`config.mk`:
```
export PLATFORM = sky130hd
export DESIGN_NAME = integer_sorter_with_index_top
export DESIGN_NICKNAME = d
export VERILOG_FILES = /design/src/rtl/core/iswi_pkg.sv /design/src/rtl/core/iswi_ram.sv /design/src/rtl/core/integer_sorter_with_index_top.sv
export SDC_FILE = /design/constraint.sdc
export NUM_CORES = 2
export LEC_CHECK = 0
export ABC_CLOCK_PERIOD_IN_PS = 6130
export BUFFER_PORTS_ARGS = -buffer_cell sky130_fd_sc_hd__buf_2
export CAP_MARGIN = 25
export CORE_ASPECT_RATIO = 0.7
export CORE_UTILIZATION = 37
export CTS_CLUSTER_SIZE = 8
export DETAILED_ROUTE_END_ITERATION = 10
export MAX_ROUTING_LAYER = met4
export PLACE_DENSITY = 0.58
export SETUP_SLACK_MARGIN = 0.5
export SLEW_MARGIN = 15
export SYNTH_ARGS = -nofsm -noshare
export SYNTH_HDL_FRONTEND = slang
export SYNTH_SLANG_ARGS = --single-unit
```
`constraint.sdc`:
```
create_clock -name aclk -period 6.13 [get_ports aclk]
set_input_delay 0.613 -clock aclk [delete_from_list [all_inputs] [get_ports aclk]]
set_output_delay 0.613 -clock aclk [all_outputs]
set_load 0.05 [all_outputs]
```
`src/rtl/core/iswi_pkg.sv`:
```
// Shared constants for the integer sorter with index.
`default_nettype none
package iswi_pkg;
    localparam int MAX_ITEMS_DEF = 64;
    localparam int VALUE_W = 32;
    localparam int INDEX_W = 6;
endpackage
`default_nettype wire

```
`src/rtl/core/iswi_ram.sv`:
```
// Generic single-port-write, single-port-read RAM with registered read.
`default_nettype none
module iswi_ram #(
    parameter int WIDTH = 8,
    parameter int DEPTH = 64
) (
    input  wire logic                     aclk,
    input  wire logic                     we,
    input  wire logic [$clog2(DEPTH)-1:0] waddr,
    input  wire logic [WIDTH-1:0]         wdata,
    input  wire logic [$clog2(DEPTH)-1:0] raddr,
    output logic      [WIDTH-1:0]         rdata
);
    logic [WIDTH-1:0] mem [DEPTH];

    always_ff @(posedge aclk) begin
        if (we) begin
            mem[waddr] <= wdata;
        end
        rdata <= mem[raddr];
    end
endmodule
`default_nettype wire

```
`src/rtl/core/integer_sorter_with_index_top.sv`:
```
// Top level of the integer sorter with index: insertion sort in one RAM.
// Load: each accepted word is inserted by shifting the larger stored entries up one place;
// each shift is a RAM read then a write; a word that arrives with the store full is dropped.
// Emit: each word is a RAM read then the output register, and emit waits while the output
// register holds a word not yet taken.
// Input stays blocked until the final word of a set is taken.
// Reset (aresetn low, synchronous) clears state, count, overflow and output valid only.
`default_nettype none
module integer_sorter_with_index_top
    import iswi_pkg::*;
#(
    parameter int MAX_ITEMS = MAX_ITEMS_DEF
) (
    input  wire logic        aclk,
    input  wire logic        aresetn,
    input  wire logic        s_tvalid,
    output logic             s_tready,
    input  wire logic [31:0] s_tdata,  // value[31:0]
    input  wire logic        s_tlast,  // last
    output logic             m_tvalid,
    input  wire logic        m_tready,
    output logic [39:0]      m_tdata,  // sorted_value[31:0], original_index[37:32], overflow[38]
    output logic             m_tlast   // last_out
);
    localparam int AW = $clog2(MAX_ITEMS);
    localparam int CW = $clog2(MAX_ITEMS + 1);
    localparam int EW = VALUE_W + AW;

    localparam logic [2:0] ST_IDLE  = 3'd0;
    localparam logic [2:0] ST_RD    = 3'd1;
    localparam logic [2:0] ST_CMP   = 3'd2;
    localparam logic [2:0] ST_EMRD  = 3'd3;
    localparam logic [2:0] ST_EMOUT = 3'd4;

    logic [2:0]         state_reg, state_next;
    logic [CW-1:0]      count_reg, count_next;
    logic               ovf_reg, ovf_next;
    logic [CW-1:0]      k_reg, k_next;
    logic [VALUE_W-1:0] val_reg, val_next;
    logic               last_reg, last_next;
    logic               mv_reg, mv_next;
    logic [39:0]        md_reg, md_next;
    logic               ml_reg, ml_next;

    logic               we;
    logic [AW-1:0]      waddr, raddr;
    logic [EW-1:0]      wdata, rdata;
    logic [VALUE_W-1:0] rval;
    logic [CW-1:0]      km1;

    iswi_ram #(.WIDTH(EW), .DEPTH(MAX_ITEMS)) u_store (
        .aclk(aclk), .we(we), .waddr(waddr), .wdata(wdata),
        .raddr(raddr), .rdata(rdata)
    );

    assign rval = rdata[VALUE_W-1:0];
    assign km1 = k_reg - CW'(1);
    assign s_tready = (state_reg == ST_IDLE) && !mv_reg;
    assign m_tvalid = mv_reg;
    assign m_tdata = md_reg;
    assign m_tlast = ml_reg;

    always_comb begin
        state_next = state_reg;
        count_next = count_reg;
        ovf_next = ovf_reg;
        k_next = k_reg;
        val_next = val_reg;
        last_next = last_reg;
        mv_next = mv_reg && !m_tready;
        md_next = md_reg;
        ml_next = ml_reg;
        we = 1'b0;
        waddr = k_reg[AW-1:0];
        wdata = {count_reg[AW-1:0], val_reg};
        raddr = km1[AW-1:0];
        unique case (state_reg)
            ST_IDLE: begin
                if (s_tvalid && s_tready) begin
                    val_next = s_tdata;
                    last_next = s_tlast;
                    k_next = count_reg;
                    if (count_reg == CW'(MAX_ITEMS)) begin
                        ovf_next = 1'b1;
                        k_next = '0;
                        state_next = s_tlast ? ST_EMRD : ST_IDLE;
                    end else begin
                        state_next = ST_RD;
                    end
                end
            end
            ST_RD: begin
                // read entry k-1 if any
                if (k_reg == '0) begin
                    we = 1'b1;
                    count_next = count_reg + CW'(1);
                    k_next = '0;
                    state_next = last_reg ? ST_EMRD : ST_IDLE;
                end else begin
                    state_next = ST_CMP;
                end
            end
            ST_CMP: begin
                if ($signed(val_reg) < $signed(rval)) begin
                    we = 1'b1;
                    wdata = rdata;
                    k_next = km1;
                    state_next = ST_RD;
                end else begin
                    we = 1'b1;
                    count_next = count_reg + CW'(1);
                    k_next = '0;
                    state_next = last_reg ? ST_EMRD : ST_IDLE;
                end
            end
            ST_EMRD: begin
                raddr = k_reg[AW-1:0];
                if (k_reg == count_reg) begin
                    count_next = '0;
                    ovf_next = 1'b0;
                    state_next = ST_IDLE;
                end else if (!mv_reg || m_tready) begin
                    state_next = ST_EMOUT;
                end
            end
            ST_EMOUT: begin
                mv_next = 1'b1;
                md_next = {1'b0, ovf_reg,
                           INDEX_W'(rdata[EW-1:VALUE_W]), rval};
                ml_next = (k_reg + CW'(1) == count_reg);
                k_next = k_reg + CW'(1);
                state_next = ST_EMRD;
            end
            default: state_next = ST_IDLE;
        endcase
    end

    always_ff @(posedge aclk) begin
        if (!aresetn) begin
            state_reg <= ST_IDLE;
            count_reg <= '0;
            ovf_reg <= 1'b0;
            mv_reg <= 1'b0;
        end else begin
            state_reg <= state_next;
            count_reg <= count_next;
            ovf_reg <= ovf_next;
            mv_reg <= mv_next;
        end
        k_reg <= k_next;
        val_reg <= val_next;
        last_reg <= last_next;
        md_reg <= md_next;
        ml_reg <= ml_next;
    end
endmodule
`default_nettype wire

```
# --- After elaboration in Yosys (flattened, before gate mapping) ---
# Memories as Yosys holds them, arrays and structs flattened. A register that Yosys moved wholly into a read port is not among the register bits.
# Index checks and enable logic that the tools add are counted.
word_totals:
  inputBits: 37
  out_inout_bits: 43
  memories: 1
  reg_bits: 92
  elab_cells: 73
  ram_bits: 2432
memory_table:
  columns: ["memory", "depth", "word_bits", "read_ports", "rd_ports_with_merged_regs", "write_ports", "line", "text"]
  rows:
  - ["u_store.mem", 64, 38, 1, 1, 1, "iswi_ram.sv:14", "logic [WIDTH-1:0] mem [DEPTH];"]
op_classes:
  n_mux: 30
  add_sub_neg: 3
  order_cmp: 1
  n_reduce_logical: 16
  eq_ne: 13
ops:
  columns: ["operator", "n"]
  rows:
  - ["$mux 38", 2]
  - ["$mux 7", 7]
  - ["$lt 32x32->1", 1]
  - ["$pmux 7 s4", 1]
  - ["$pmux 7 s3", 1]
  - ["$pmux 3 s5", 1]
  - ["$add 7x1->7 const B", 2]
  - ["$eq 7x7->1", 2]
  - ["$mux 2", 5]
  - ["$mux 3", 3]
  - ["$reduce_and 4->1", 2]
  - ["$eq 7x7->1 const B", 1]
  - ["$logic_not 7->1", 1]
  - ["$mux 1", 7]
  - ["$sub 7x1->7 const B", 1]
  - ["$eq 3x2->1 const B", 2]
  - ["$mux 6", 1]
  - ["$ne 2x2->1 const B", 3]
  - ["$ne 2x1->1 const B", 2]
  - ["$pmux 1 s2", 2]
  - ["$reduce_and 2->1", 2]
  - ["$reduce_bool 4->1", 1]
  - ["$eq 3x1->1 const B", 1]
  - ["$eq 3x3->1 const B", 1]
  - ["8 further kinds", 11]

# --- Depth between registers and ports, before layout ---
logic_depth:
  depth_word: 5
  depth_mapped: 13
  ltp_nobuf: 10

# --- Modules after synthesis ---
# Synthesis repeated with hierarchy kept, for this count alone.
hier_totals:
  hier_cells: 4477
  area_unflattened_um2: 97976.5
modules_own_cells:
  columns: ["module", "area_per_inst_um2", "n_inst", "cells_each", "seq_area_each_um2"]
  rows:
  - ["iswi_ram", 92939.1, 1, 3989, 73790.8]
  - ["integer_sorter_with_index_top", 5037.3, 1, 488, 2642.5]

# --- Worst setup path after synthesis ---
# Ideal clock, no wire load.
synth_timing:
  kind: "register to register"
  from: "reg val_reg[17]"
  to: "mem u_store.mem[0][1] (netlist name) (data pin)"
  arrival_time_ns: 4.772
  slack_ns: 0.656
  path_stages_with_launch: 11
  n_path_buf: 2
  synth_period_minus_slack_ns: 5.474
  required_ns: 5.428
  setup_ns: 0.702
  cell_sequence: "edfxtp_1 ha_1 a21o_1 nand3_1 a2111oi_0 a211o_1 a221oi_1 nand3_1 clkbuf_1 buf_1 o21ai_0"
synth_between:
  elab_chain_cells: 3
synth_lines:
  columns: ["element", "line", "text"]
  rows:
  - ["start, declared", "integer_sorter_with_index_top.sv:39", "logic [VALUE_W-1:0] val_reg, val_next;"]
  - ["start signal, assigned", "integer_sorter_with_index_top.sv:151", "val_reg <= val_next;"]
  - ["$lt 32x32->1", "integer_sorter_with_index_top.sv:104", "if ($signed(val_reg) < $signed(rval)) begin"]
  - ["$mux 38", "integer_sorter_with_index_top.sv:104", null]
  - ["$mux 38", "integer_sorter_with_index_top.sv:77", "unique case (state_reg)"]
  - ["net u_store.wdata[1]", "iswi_ram.sv:10", "input wire logic [WIDTH-1:0] wdata,"]
  - ["end, declared", "iswi_ram.sv:14", null]
# The timed path passes the listed nets, and every way through them passes these cells.

# --- Worst setup path after layout ---
layout_timing:
  from: "reg k_reg[4]"
  to: "mem u_store.mem[3][26] (netlist name), enable pin"
layout_between:
  elab_chain_cells: 5
layout_lines:
  columns: ["element", "line", "text"]
  rows:
  - ["start, declared", "integer_sorter_with_index_top.sv:38", "logic [CW-1:0] k_reg, k_next;"]
  - ["start signal, assigned", "integer_sorter_with_index_top.sv:150", "k_reg <= k_next;"]
  - ["$logic_not 7->1", "integer_sorter_with_index_top.sv:94", "if (k_reg == '0) begin"]
  - ["$mux 1", "integer_sorter_with_index_top.sv:94", null]
  - ["$pmux 1 s2", "integer_sorter_with_index_top.sv:77", null]
  - ["$mux 1", "iswi_ram.sv:17", "if (we) begin"]
  - ["$mux 1 (implied by the code)", "iswi_ram.sv:18", "mem[waddr] <= wdata;"]
# Parallel ways exist; a longest one is shown, timed or not.

==> summary.md <==
| Metric | Value |
|---|---|
| Minimum clock period | `5062 ps` |
| Commonest cells post-synth | `edfxtp_1 (2512), nand2_1 (1901), nand3_1 (625)` |
| Hold path start | `s_tdata[5]` |
| Synth Net Count | `7067` |
| Post-CTS Setup Inserts | `0` |
| DRT Pass-1 Iters | `7` |
| Non-filler cells, final | `roughly 11000` |
| First DRT Iteration DRCs | `between 10000 and 15000` |
| Skew final | `35.05 ps` |
| Hold path cells | `1` |
| WL/cell | `31.21 um` |
| Max-cap viol count | `0` |
| First-pass GRT wire length | `474200 um` |
| Ports | `80` |
| Die Ht | `~440 um` |
| Reg-to-reg critical path startpoint | `k_reg[4]` |
| Post-synth EDFFs | `2512` |
| Max Clk Rate | `0.1976 GHz` |
| # port buffers | `78` |
| Cell variety after synth | `60` |
| Startpoint Class | `flip-flop` |
| Flop2flop setup slack | `1070 ps` |
| Ranking of synthesized cells by area | `edfxtp_1 (76%), nand2_1 (7.2%), nand3_1 (3.1%)` |
| Die Area | `270800 um^2` |
| Number of flip-flops in the largest register | `between 2000 and 2500` |
| Post-cts resize count | `0` |
| Synth top area share | `75.87%` |
| Routed wire length | `343800 um` |
| Arr. time, crit path | `5590 ps` |
| Worst Path Required | `about 6700 ps` |
| Hold Path End | `val_reg[5]` |
| TritonCTS Buffers | `between 300 and 400` |
| Asr flop ratio synth | `0%` |
| CP peak stage delay | `1040 ps` |
| Synth Register Bits | `2562` |
| GPL Wtd Cong | `0.9127` |
| Core Area | `266100 um^2` |
| Clk buf depth | `4` |
| Number of global-route vias before repair | `60200` |
| DRC | `0` |
| Crit path max-delay cell type | `nor2_4` |
| GRT Overall Usage | `between 20% and 30%` |
| Worst-Margin Slew | `1085 ps` |
| Antenna violations before repair | `36` |
| Vias | `65040` |
| Layout Area Growth over Synthesis | `17.31%` |
| Reg2Reg Depth | `8` |
| Register area share after synthesis | `76.88%` |
| Largest net degree at the start of global routing | `approximately 140` |
| Clock root cell | `clkbuf_16` |
| RSZ-0062 raised after global routing | `false` |
| Via density | `approximately 5.9` |
| Top reg by flops | `u_store.mem` |
| Worst skew pair latency | `870 ps` |
| FF-to-FF End | `u_store.mem[3][26]` |
| CTS Sinks | `2562` |
| Final Max Tran Viols | `0` |
| Count leader, synth | `edfxtp_1` |
| Initial core utilization | `37.36%` |
| Max-Slew Margin vs Limit | `between 20% and 30%` |
| Post-Synthesis Cells | `roughly 7000` |
| Final setup viols | `0` |
| Final ANT Viol Nets | `0` |
| Hold crit path type | `input port to flip-flop` |
| Placed cells | `10390` |
| Crit Path Class | `flip-flop to flip-flop` |
| Rows | `158` |
| CTS HTree Levels | `5` |
| Total global routing overflow | `0` |
| Final nets | `7333` |
| Setup_tns | `0 ps` |
| Final hold violation count | `0` |
| Die span in x | `between 600 and 700 um` |
| Clk slew on worst S/H paths | `60 ps` |
| Outcome | `finished, final reports clean` |
| Leading area contributor after synthesis | `edfxtp_1` |
| Layout cells sized above 1 | `11.20%` |
| Avg Cell Area, Syn | `between 10 and 15 um^2` |
| CTS tree | `built` |
| Top FF cell, synth | `edfxtp_1` |
| Synthesis warning total | `0` |
| Worst vdd ir | `0.001090 V` |
| Synthesized cell area | `about 100000 um^2` |
| LEAKAGE | `between 0.03 and 0.04 uW` |
| CP Capture Type | `flip-flop` |
| CP Max Fanout | `14` |
| CP Cell Sequence | `or3_1 > nor2_1 > nand3b_1 > or2_1 > a21oi_2 > nand3_1 > nor2_4 > buf_4` |
| Period utilization | `82.58%` |
| Post-DP HPWL | `183000 um` |
| Cell area power density | `564.3 nW/um^2` |
-- critical path: cells and delay by family, from the launching register on --
family / cells / cell delay, ps
DFF: 1 / 610
AOI/OAI and AO/OA: 1 / 380
buffers and inverters: 1 / 430
and+or+nand+nor: 6 / 3290
-- worst max path at each step --
stage | from | endpoint | slack [ps] | cells past startpoint
after floorplan | val_reg[17] | u_store.mem[0][1] | 660 | 10
after global placement | k_reg[4] | u_store.mem[3][25] | 1190 | 8
after detailed placement | k_reg[4] | u_store.mem[3][25] | 1210 | 8
after CTS | k_reg[4] | u_store.mem[3][17] | 1180 | 8
after global routing | k_reg[4] | u_store.mem[59][16] | 1020 | 8
final | k_reg[4] | u_store.mem[3][26] | 1070 | 8
-- routing by layer --
metal / wire (um) / track usage [%] / vias to the layer above
li1: - / - / 26900
met1: 144200 / 37.19 / 32890
met4: 10590 / 7.399 / 0
met3: 49850 / 7.717 / 622
met2: 139100 / 33.54 / 4627
met5: 0 / - / -
-- cell type report --
| class | instances | area, um^2 |
|---|---|---|
| Fill cell | 23570 | 149500 |
| Tap cell | 3520 | 4404 |
| Clock inverter | 18 | 242.7 |
| Multi-Input combinational cell | 3941 | 21960 |
| Clock buffer | 547 | 9817 |
| Sequential cell | 2562 | 76430 |
| Antenna cell | 33 | 82.58 |
| Inverter | 45 | 168.9 |
| Timing Repair Buffer | 349 | 3523 |
-- cells in the final DEF, fill, tap and decap left out, types with 33 or more instances in the layout --
cell type | Yosys | final
edfxtp_1 | 2512 | 2512
nand2_1 | 1901 | 1897
nand3_1 | 625 | 624
clkbuf_16 | 0 | 365
nand4_1 | 312 | 312
mux2i_1 | 305 | 305
a32oi_1 | 305 | 305
clkbuf_1 | 300 | 182
a21oi_1 | 173 | 173
buf_4 | 2 | 167
buf_2 | 78 | 79
buf_12 | 0 | 75
nor2_4 | 0 | 63
dfxtp_1 | 50 | 50
inv_1 | 45 | 44
or4_1 | 38 | 38
ha_1 | 35 | 35
diode_2 | 0 | 33
-- kinds of logic (layout without fill, tap and decap cells) --
family / count (synthesis) / in the layout / share of synthesized area (%)
AND/OR/NAND/NOR: 3003 / 3003 / 13.17
AO/OA/AOI/OAI: 560 / 560 / 4.119
other: 1 / 34 / 0.003772
flip-flops: 2562 / 2562 / 76.88
buffers and inverters: 492 / 959 / 1.963
adder cells (fa/ha/maj): 35 / 35 / 0.4405
multiplexers: 314 / 314 / 3.173
XOR/XNOR: 28 / 28 / 0.2542
-- stage by stage --
stage                     total power, uW  setup WS, ps  hold WS [ps]  util [%]  area (um^2)
after floorplan                     36940         655.9         404.4         -        99420
after CTS                           65280          1183         3.800     43.73       116400
after global routing                67930          1016         12.94     43.83       116600
after detailed placement            47190          1211         415.5     39.87       106100
final                               65820          1068         47.12     43.83       116600
after global placement              47040          1194         423.0     39.82       105900
-- where the power goes --
group          internal, uW  switching [uW]  total (uW)
logic                  6600           18800       25400
clock network         10900            7290       18200
registers             21700             590       22300
-- repair_timing --
| action | in CTS | in global routing |
|---|---|---|
| setup endpoints to repair | 0 | 0 |
| hold buffers | 22 | 0 |
| hold endpoints to repair | 22 | 0 |
(Power assumes the default switching activity.)
